--- config.mk ---
export PLATFORM = sky130hd
export DESIGN_NAME = dual_order_crc16_check
export DESIGN_NICKNAME = d
export VERILOG_FILES = /design/src/hw/rtl/dcrc_pkg.sv /design/src/hw/rtl/dcrc_core.sv /design/src/hw/rtl/dual_order_crc16_check.sv
export SDC_FILE = /design/constraint.sdc
export NUM_CORES = 1
export LEC_CHECK = 0
export BUFFER_PORTS_ARGS = -buffer_cell sky130_fd_sc_hd__buf_2
export CELL_PAD_IN_SITES_DETAIL_PLACEMENT = 1
export CELL_PAD_IN_SITES_GLOBAL_PLACEMENT = 1
export CORE_UTILIZATION = 47
export CTS_BUF_LIST = sky130_fd_sc_hd__clkbuf_4
export DETAILED_ROUTE_END_ITERATION = 8
export PLACE_DENSITY_LB_ADDON = 0.1
export SYNTH_ARGS = -nofsm -noshare
export SYNTH_HDL_FRONTEND = slang
export SYNTH_HIERARCHICAL = 1
export SYNTH_SLANG_ARGS = --single-unit
--- constraint.sdc ---
create_clock -name i_clk -period 3 [get_ports i_clk]
set_clock_uncertainty 0.1 [all_clocks]
set_input_delay 0.6 -clock i_clk [delete_from_list [all_inputs] [get_ports i_clk]]
set_output_delay 0.6 -clock i_clk [all_outputs]
set_load 0.02 [all_outputs]
--- src/hw/rtl/dcrc_pkg.sv ---
// Package: payload types and CRC-16 (0x8005) helpers for the dual-order CRC check.
`timescale 1ns / 1ps
`default_nettype none

package dcrc_pkg;

    localparam logic [15:0] CRC_POLY = 16'h8005;
    localparam logic [15:0] CRC_ZERO = 16'h0000;

    // Input request: one data byte, end mark and reference CRC
    typedef struct packed {
        logic [7:0]  data_byte;
        logic        last_byte;
        logic [15:0] reference_crc;
    } t_dcrc_in;

    // Result request: both CRC forms and the match flag
    typedef struct packed {
        logic [15:0] crc_msb_first;
        logic [15:0] crc_reflected;
        logic        ref_match;
    } t_dcrc_out;

    // Running CRC registers (reflected one held before its final reversal)
    typedef struct packed {
        logic [15:0] normal;
        logic [15:0] reflected;
    } t_dcrc_state;

    // Shift one byte MSB first through the CRC
    function automatic logic [15:0] crc_byte_msb(input logic [15:0] crc,
                                                 input logic [7:0]  data);
        logic [15:0] c;
        c = crc;
        for (int i = 7; i >= 0; i--) begin
            if (c[15] ^ data[i]) begin
                c = {c[14:0], 1'b0} ^ CRC_POLY;
            end else begin
                c = {c[14:0], 1'b0};
            end
        end
        return c;
    endfunction

    function automatic logic [7:0] rev8(input logic [7:0] b);
        logic [7:0] r;
        for (int i = 0; i < 8; i++) begin
            r[i] = b[7 - i];
        end
        return r;
    endfunction

    function automatic logic [15:0] rev16(input logic [15:0] w);
        logic [15:0] r;
        for (int i = 0; i < 16; i++) begin
            r[i] = w[15 - i];
        end
        return r;
    endfunction

endpackage

`default_nettype wire

--- src/hw/rtl/dcrc_core.sv ---
// Combinational byte update of both CRC registers and end-of-block result.
`timescale 1ns / 1ps
`default_nettype none

module dcrc_core (
    input  wire  dcrc_pkg::t_dcrc_state i_state,
    input  wire  dcrc_pkg::t_dcrc_in    i_req,
    output dcrc_pkg::t_dcrc_state       o_state,
    output dcrc_pkg::t_dcrc_out         o_result
);
    import dcrc_pkg::*;

    logic [15:0] upd_normal;
    logic [15:0] upd_reflected;
    logic [15:0] crc_r_out;

    // Advance both CRCs by one byte
    always_comb begin
        upd_normal    = crc_byte_msb(i_state.normal, i_req.data_byte);
        upd_reflected = crc_byte_msb(i_state.reflected, rev8(i_req.data_byte));
        crc_r_out     = rev16(upd_reflected);
    end

    // Form the result and clear the registers at end of block
    always_comb begin
        o_result.crc_msb_first = upd_normal;
        o_result.crc_reflected = crc_r_out;
        o_result.ref_match     = (upd_normal == i_req.reference_crc) ||
                                 (crc_r_out == i_req.reference_crc);
        if (i_req.last_byte) begin
            o_state.normal    = CRC_ZERO;
            o_state.reflected = CRC_ZERO;
        end else begin
            o_state.normal    = upd_normal;
            o_state.reflected = upd_reflected;
        end
    end

endmodule

`default_nettype wire

--- src/hw/rtl/dual_order_crc16_check.sv ---
// Top level: dual-order CRC-16 block check with input and result registers.
//
// Usage:
//   Input channel (i_in_valid / o_in_stall / i_in_data) takes one byte per
//   request, with last_byte marking the final byte of a block and
//   reference_crc sampled on that byte only.
//   Result channel (o_out_valid / i_out_stall / o_out_data) gives one request
//   per block: MSB-first CRC, reflected (ARC form) CRC and a match flag.
//   Throughput: one byte per cycle while the result slot is not blocked,
//   set by the single byte-wide XOR update between the input register and
//   the CRC/result registers. The last byte of a block sits in the input
//   register, then loads the result register when the input stage advances.
//   Reset (synchronous, active low) empties both stages and clears both CRC
//   registers to zero.
//   When the receiver stalls, the result register holds; the input register
//   holds one more byte, and then o_in_stall rises until the result is taken.
//   Non-last bytes keep flowing as long as the result slot is not blocked.
`timescale 1ns / 1ps
`default_nettype none

module dual_order_crc16_check (
    input  wire                    i_clk,
    input  wire                    i_rst_n,
    input  wire                    i_in_valid,
    output logic                   o_in_stall,
    input  wire  dcrc_pkg::t_dcrc_in  i_in_data,
    output logic                   o_out_valid,
    input  wire                    i_out_stall,
    output dcrc_pkg::t_dcrc_out    o_out_data
);
    import dcrc_pkg::*;

    logic        r_in_valid;
    t_dcrc_in    r_in;
    t_dcrc_state r_state;
    t_dcrc_state n_state;
    t_dcrc_out   r_out;
    t_dcrc_out   n_out;
    logic        r_out_valid;
    logic        s1_adv;
    logic        in_take;

    // Advance the input stage unless the result slot is blocked
    assign s1_adv     = r_in_valid && !(r_out_valid && i_out_stall);
    assign o_in_stall = r_in_valid && !s1_adv;
    assign in_take    = i_in_valid && !o_in_stall;

    dcrc_core u_core (
        .i_state  (r_state),
        .i_req    (r_in),
        .o_state  (n_state),
        .o_result (n_out)
    );

    // Input register
    always_ff @(posedge i_clk) begin
        if (!i_rst_n) begin
            r_in_valid <= 1'b0;
        end else if (in_take) begin
            r_in_valid <= 1'b1;
        end else if (s1_adv) begin
            r_in_valid <= 1'b0;
        end
        if (in_take) begin
            r_in <= i_in_data;
        end
    end

    // CRC registers
    always_ff @(posedge i_clk) begin
        if (!i_rst_n) begin
            r_state <= '0;
        end else if (s1_adv) begin
            r_state <= n_state;
        end
    end

    // Result register: load on last byte, drop when taken
    always_ff @(posedge i_clk) begin
        if (!i_rst_n) begin
            r_out_valid <= 1'b0;
        end else if (s1_adv && r_in.last_byte) begin
            r_out_valid <= 1'b1;
        end else if (!i_out_stall) begin
            r_out_valid <= 1'b0;
        end
        if (s1_adv && r_in.last_byte) begin
            r_out <= n_out;
        end
    end

    assign o_out_valid = r_out_valid;
    assign o_out_data  = r_out;

    // Checks
    a_reset_empty: assert property (@(posedge i_clk) !i_rst_n |=> !o_out_valid)
        else $error("result valid after reset");

    a_clear_on_last: assert property (@(posedge i_clk) disable iff (!i_rst_n)
        (s1_adv && r_in.last_byte) |=> (r_state.normal == CRC_ZERO &&
                                         r_state.reflected == CRC_ZERO))
        else $error("CRC registers not cleared after end of block");

    a_stall_needs_item: assert property (@(posedge i_clk) disable iff (!i_rst_n)
        o_in_stall |-> (r_in_valid && r_out_valid && i_out_stall))
        else $error("input stalled without a blocked result");

    a_result_kept: assert property (@(posedge i_clk) disable iff (!i_rst_n)
        (r_out_valid && i_out_stall) |=> (r_out_valid && $stable(r_out)))
        else $error("stalled result lost or changed");

endmodule

`default_nettype wire
* Yosys cells after proc, flatten, opt, wreduce, memory -nomap -nowiden *
Cells that the tools add are included.

word-level totals
  latch bits = 0
  memory bits (read-only) = 0
  word-level logic and storage cells = 76
  memories kept = 0
  output and inout bits = 35
  flip-flop bits (word level) = 92
  bits of input ports = 29
  bits in writable memories = 0

cells by class
  add/subtract/negate cells = 0
  divide/modulo/power cells = 0
  order comparisons = 0
  multiply operators = 0
  multiplexer cells = 21
  reductions and logical operators = 10
  equal/unequal tests = 3
  shifts and indexed selects = 0
  bitwise operators = 32

operator list
  operator                                               number
  2-to-1 mux 16 bit                                      16
  NOT 3 bit                                              16
  equality test 16 bit                                   2
  2-to-1 mux 32 bit                                      1
  XOR 1 bit                                              16
  logical AND 1 bit                                      5
  2-to-1 mux 1 bit                                       4
  zero test 1 bit                                        3
  inequality test 2 x 1 -> 1 bit, second input constant  1
  nonzero test 2 bit                                     1
  logical OR 1 bit                                       1

* Logic depth before layout (Yosys ltp) *
  depth in word-level cells = 18
  gate-level depth with buffers = 9
  gate-level depth less buffers = 9

* Cells and area by module *
The synthesis kept the hierarchy.

by module, submodules not included
  module                  cells each  instances  area each (um2)
  dual_order_crc16_check  206         1          3123.0
  dcrc_core               155         1          1248.7

* Worst setup path before layout *
Ideal clock, no wire load.

  path type = input to register
  from = input port i_out_stall
  to = register r_out (netlist bit o_out_data[0]), enable pin
  data required time = 2466 ps
  library setup time = 434 ps
  path buffers = 0
  path slack = 213 ps
  stages on the path = 1
  data arrival time = 2253 ps
  cell sequence = a21oi_1

between the ends
  longest elaborated chain between the ends = 4

ends and longest elaborated chain
  item                  line                          text
  start, declared       dual_order_crc16_check.sv:28  input wire i_out_stall,
  logical AND 1 bit     dual_order_crc16_check.sv:44  assign s1_adv = r_in_valid && !(r_out_valid && i_out_stall);
  zero test 1 bit       dual_order_crc16_check.sv:44
  logical AND 1 bit     dual_order_crc16_check.sv:44
  logical AND 1 bit     dual_order_crc16_check.sv:87  if (s1_adv && r_in.last_byte) begin
  end signal, assigned  dual_order_crc16_check.sv:88  r_out <= n_out;
  end, declared         dual_order_crc16_check.sv:37  t_dcrc_out r_out;

Every way passes these cells.
A chain may end at the register's enable or synchronous reset.

==> metrics.md <==
| Metric | Value |
|---|---|
| Clock-pin slew on the worst setup and hold paths | 0.13 ns |
| Stage delay of the slowest cell on the critical path | 0.53 ns |
| Max Fclk | 0.358 GHz |
| Cell type contributing the most total cell area after synthesis | sky130_fd_sc_hd__edfxtp_1 |
| Number of instances in the synthesized netlist | 361 |
| Category of the most critical setup path | reg -> reg |
| Violated checks | design-rule violations |
| Async SR Flop Fraction | 0 |
| Reg-to-reg critical path endpoint | o_out_data[0] |
| Final setup margin | around 0.21 ns |
| Longest Clk Path Bufs | 2 |
| Via count of the first global-routing pass | 2841 |
| Dominant synthesized flop cell | sky130_fd_sc_hd__edfxtp_1 |
| Fraction of synthesized cell area taken by the top area cell type | 0.398 |
| Critical path's slowest cell | sky130_fd_sc_hd__o311ai_0 |
| Highest Signal Layer | met4 |
| Area of the mapped netlist | ~4400 µm² |
| Boundary Pins | 64 |
| Antenna violations before repair | 0 |
| Combinational family with the most area after synthesis | XOR/XNOR gates |
| HPWL reported at the end of detailed placement | 7310 µm |
| Synthesized flop and latch total | 92 |
| Wire length per cell | 18.9 µm |
| HP Start | i_in_data[13] |
| Crit. End Element | register |
| Total length of routed wires | 10100 µm |
| Data arrival at the endpoint of the critical path | 2.87 ns |
| Number of rows created at floorplan | 34 |
| Y dimension of the die | 98.4 µm |
| Total number of yosys warnings | 6 |
| Min Clock Period, post-route | 2.79 ns |
| Status | finished with violations |
| Power per Cell Area | 551 nW/µm² |
| Post-CTS Setup Bufs | 0 |
| Minimum setup slack among reg-to-reg paths | 0.21 ns |
| Worst IR drop on VDD | 0.275 mV |
| Layout net count | 449 |
| Max-slew violation count | 0 |
| Slew @ Worst Pin | 0.618 ns |
| Synthesized Nets | 390 |
| Count of input and output buffers | 63 |
| Placer congestion estimate | 0.847 |
| Horizontal die dimension | 98.4 µm |
| Critical path data required time | 3.08 ns |
| Wire length of the first global-routing pass | 15700 µm |
| Met2 wire length | 4780 µm |
| Clock tree from TritonCTS | yes |
| RSZ-0062 raised after global routing | no |
| Start of the worst register-to-register path | r_in[20] |
| Total Negative Setup Slacks | 0 ns |
| Met3 wire length | between 300 and 400 µm |
| Pre-CTS setup slack | 0.250 ns |
| Worst r2r path cells | 6 |
| Largest driver fanout on the critical path | 5 |
| Most frequent cell after synthesis | sky130_fd_sc_hd__nand2_1 |
| Count of flip-flops with a built-in enable after synthesis | 58 |
| Vias per cell | 5.07 |
| Layout area overhead | 11.2% |
| Hold-fix buffers at CTS | 0 |
| Min-Delay Path Class | in -> reg |
| DRC violations left | 5 |
| Total number of vias | around 2700 |
| Hold depth | 1 |
| Total overflow reported by the global router | 0 |
| Leakage power total | between 1.5 and 2 nW |
| Share of synthesized area spent on multiplexers | 0.0778 |
| Part of the cycle the worst path needs | 0.931 |
| Ant diodes | 0 |
| Ordered list of cells on the worst path | xnor2_1 > xnor2_1 > inv_1 > xnor3_1 > o311ai_0 > o22ai_1 |
| Post-cts gate resize count | 0 |
| Top cells by instance count after synthesis | sky130_fd_sc_hd__nand2_1, sky130_fd_sc_hd__edfxtp_1, sky130_fd_sc_hd__xnor2_1 |
| Met1 WL | 4710 µm |
| Core ar. | roughly 9000 µm² |
| Cts bufs inserted | 9 |
| Max cap viols | 0 |
| Xor and xnor area share after synthesis | 0.185 |
| Die area | around 9700 µm² |
| Startpoint kind of the worst setup timing path | register |
| Count of endpoints failing hold in the final timing report | 0 |
| Cell seen most often among critical-path stages | sky130_fd_sc_hd__xnor2_1 |
| Iter 0 DRT Violations | 86 |
| Post-synth cell types | 34 |
| Detailed Routing Iterations Pass 1 | 8 |
| Endpoint of the worst hold-timing path | r_in[13] |
| Sink Count | 92 |
| Slew HR | 0.588 |
| Total GRT Usage | 0.221 |
| Insertion delay to the later sink of the worst-skew pair | 0.43 ns |
| Pin count of the biggest net entering global routing | 35 |
| Antenna Nets Post-Route | 0 |
| Portion of the post-synthesis area used by sequential elements | 0.554 |
| Top cells by area in the synthesized netlist | sky130_fd_sc_hd__edfxtp_1, sky130_fd_sc_hd__dfxtp_1, sky130_fd_sc_hd__xnor2_1 |
| Maximum level of the CTS H-tree | 3 |
| Final setup violation count | 0 |
| Post-synthesis simple-gate area fraction | 0.116 |
| Compound-Gate Fraction of Synth Area | 0.0172 |
| Starting density of the core | 0.494 |
| Adder and majority gate portion of the synthesized area | 0 |
| Mean post-synth cell area | between 10 and 15 µm² |
| Clock root buffer master | sky130_fd_sc_hd__clkbuf_4 |
| Layout cell share with drive strength beyond 1 | 0.226 |
## routing by layer
metal	track usage	vias up
li1	-	1307
met1	0.293	1310
met2	0.368	70
met3	0.0397	15
met4	0.0804	0
met5	0	-
## final cells by class
cell class,count,area [µm²]
clock buffers,12,90.1
multi-input cells,232,1740
inverters,14,52.6
repair buffers,71,400
fillers,939,3990
well taps,108,135
clock inverters,4,18.8
flip-flops and latches,92,2420
## layout by cell type (no fill, tap or decap), types with 2 or more instances in the layout
| master | Yosys | routed |
|---|---|---|
| sky130_fd_sc_hd__buf_12 | 0 | 2 |
| sky130_fd_sc_hd__buf_2 | 4 | 63 |
| sky130_fd_sc_hd__buf_4 | 11 | 6 |
| sky130_fd_sc_hd__clkbuf_4 | 0 | 12 |
| sky130_fd_sc_hd__clkinv_2 | 0 | 3 |
| sky130_fd_sc_hd__dfxtp_1 | 34 | 34 |
| sky130_fd_sc_hd__edfxtp_1 | 58 | 58 |
| sky130_fd_sc_hd__inv_1 | 14 | 14 |
| sky130_fd_sc_hd__mux2i_1 | 34 | 34 |
| sky130_fd_sc_hd__nand2_1 | 68 | 68 |
| sky130_fd_sc_hd__nand3_1 | 3 | 3 |
| sky130_fd_sc_hd__nor2_1 | 14 | 14 |
| sky130_fd_sc_hd__nor2b_1 | 20 | 19 |
| sky130_fd_sc_hd__nor4_1 | 2 | 2 |
| sky130_fd_sc_hd__or4_1 | 2 | 2 |
| sky130_fd_sc_hd__xnor2_1 | 51 | 51 |
| sky130_fd_sc_hd__xnor2_2 | 4 | 4 |
| sky130_fd_sc_hd__xnor3_1 | 6 | 6 |
| sky130_fd_sc_hd__xor2_1 | 11 | 11 |
## metrics by stage
| stage | cell area, µm² | hold WS (ns) | total power, W | util | cells |
|---|---|---|---|---|---|
| 2_1_floorplan | 4370 | 0.335 | 0.00195 | - | 361 |
| 3_3_place_gp | 4750 | 0.358 | 0.00211 | 0.537 | 517 |
| 3_5_place_dp | 4750 | 0.368 | 0.00212 | 0.537 | 517 |
| 4_1_cts | 4860 | 0.204 | 0.00271 | 0.550 | 533 |
| 5_1_grt | 4860 | 0.193 | 0.00281 | 0.550 | 533 |
| 6_report | 4860 | 0.232 | 0.00268 | 0.550 | 533 |
## report_power, final
part | switching, W | total, W | internal, W
logic | 0.000331 | 0.000613 | 0.000282
clock network | 0.000391 | 0.000584 | 0.000193
registers | 0.0000499 | 0.00148 | 0.00143
## logic make-up (layout without fill, tap and decap cells)
family,after synthesis,after routing
compound gates,9,9
buf+inv,37,101
flops,92,92
mux,34,34
xor+xnor,75,75
simple gates,114,114
## worst max path at each step
stage | startpoint | cells past startpoint | slack, ns | endpoint
after floorplan | i_out_stall | 1 | 0.21 | o_out_data[0]
after global placement | r_in[21] | 6 | 0.29 | o_out_data[0]
after detailed placement | r_in[20] | 6 | 0.25 | o_out_data[0]
after CTS | r_in[20] | 6 | 0.22 | o_out_data[0]
after global routing | r_in[21] | 6 | 0.13 | o_out_data[0]
final | r_in[20] | 6 | 0.21 | o_out_data[0]
## critical path: cells and delay by family, from the launching register on
family / cells / cell delay, ns
flip-flops: 1 / 0.48
buffers and inverters: 1 / 0.18
AO/OA/AOI/OAI: 2 / 0.67
XOR/XNOR: 3 / 1.12
## registers in the layout (all words and copies together), names as in the netlist
name	cells
o_out_valid	1
r_in_valid	1
o_out_data	33
r_in	25
r_state	32
Note: power is estimated with default switching activity, not from simulation.
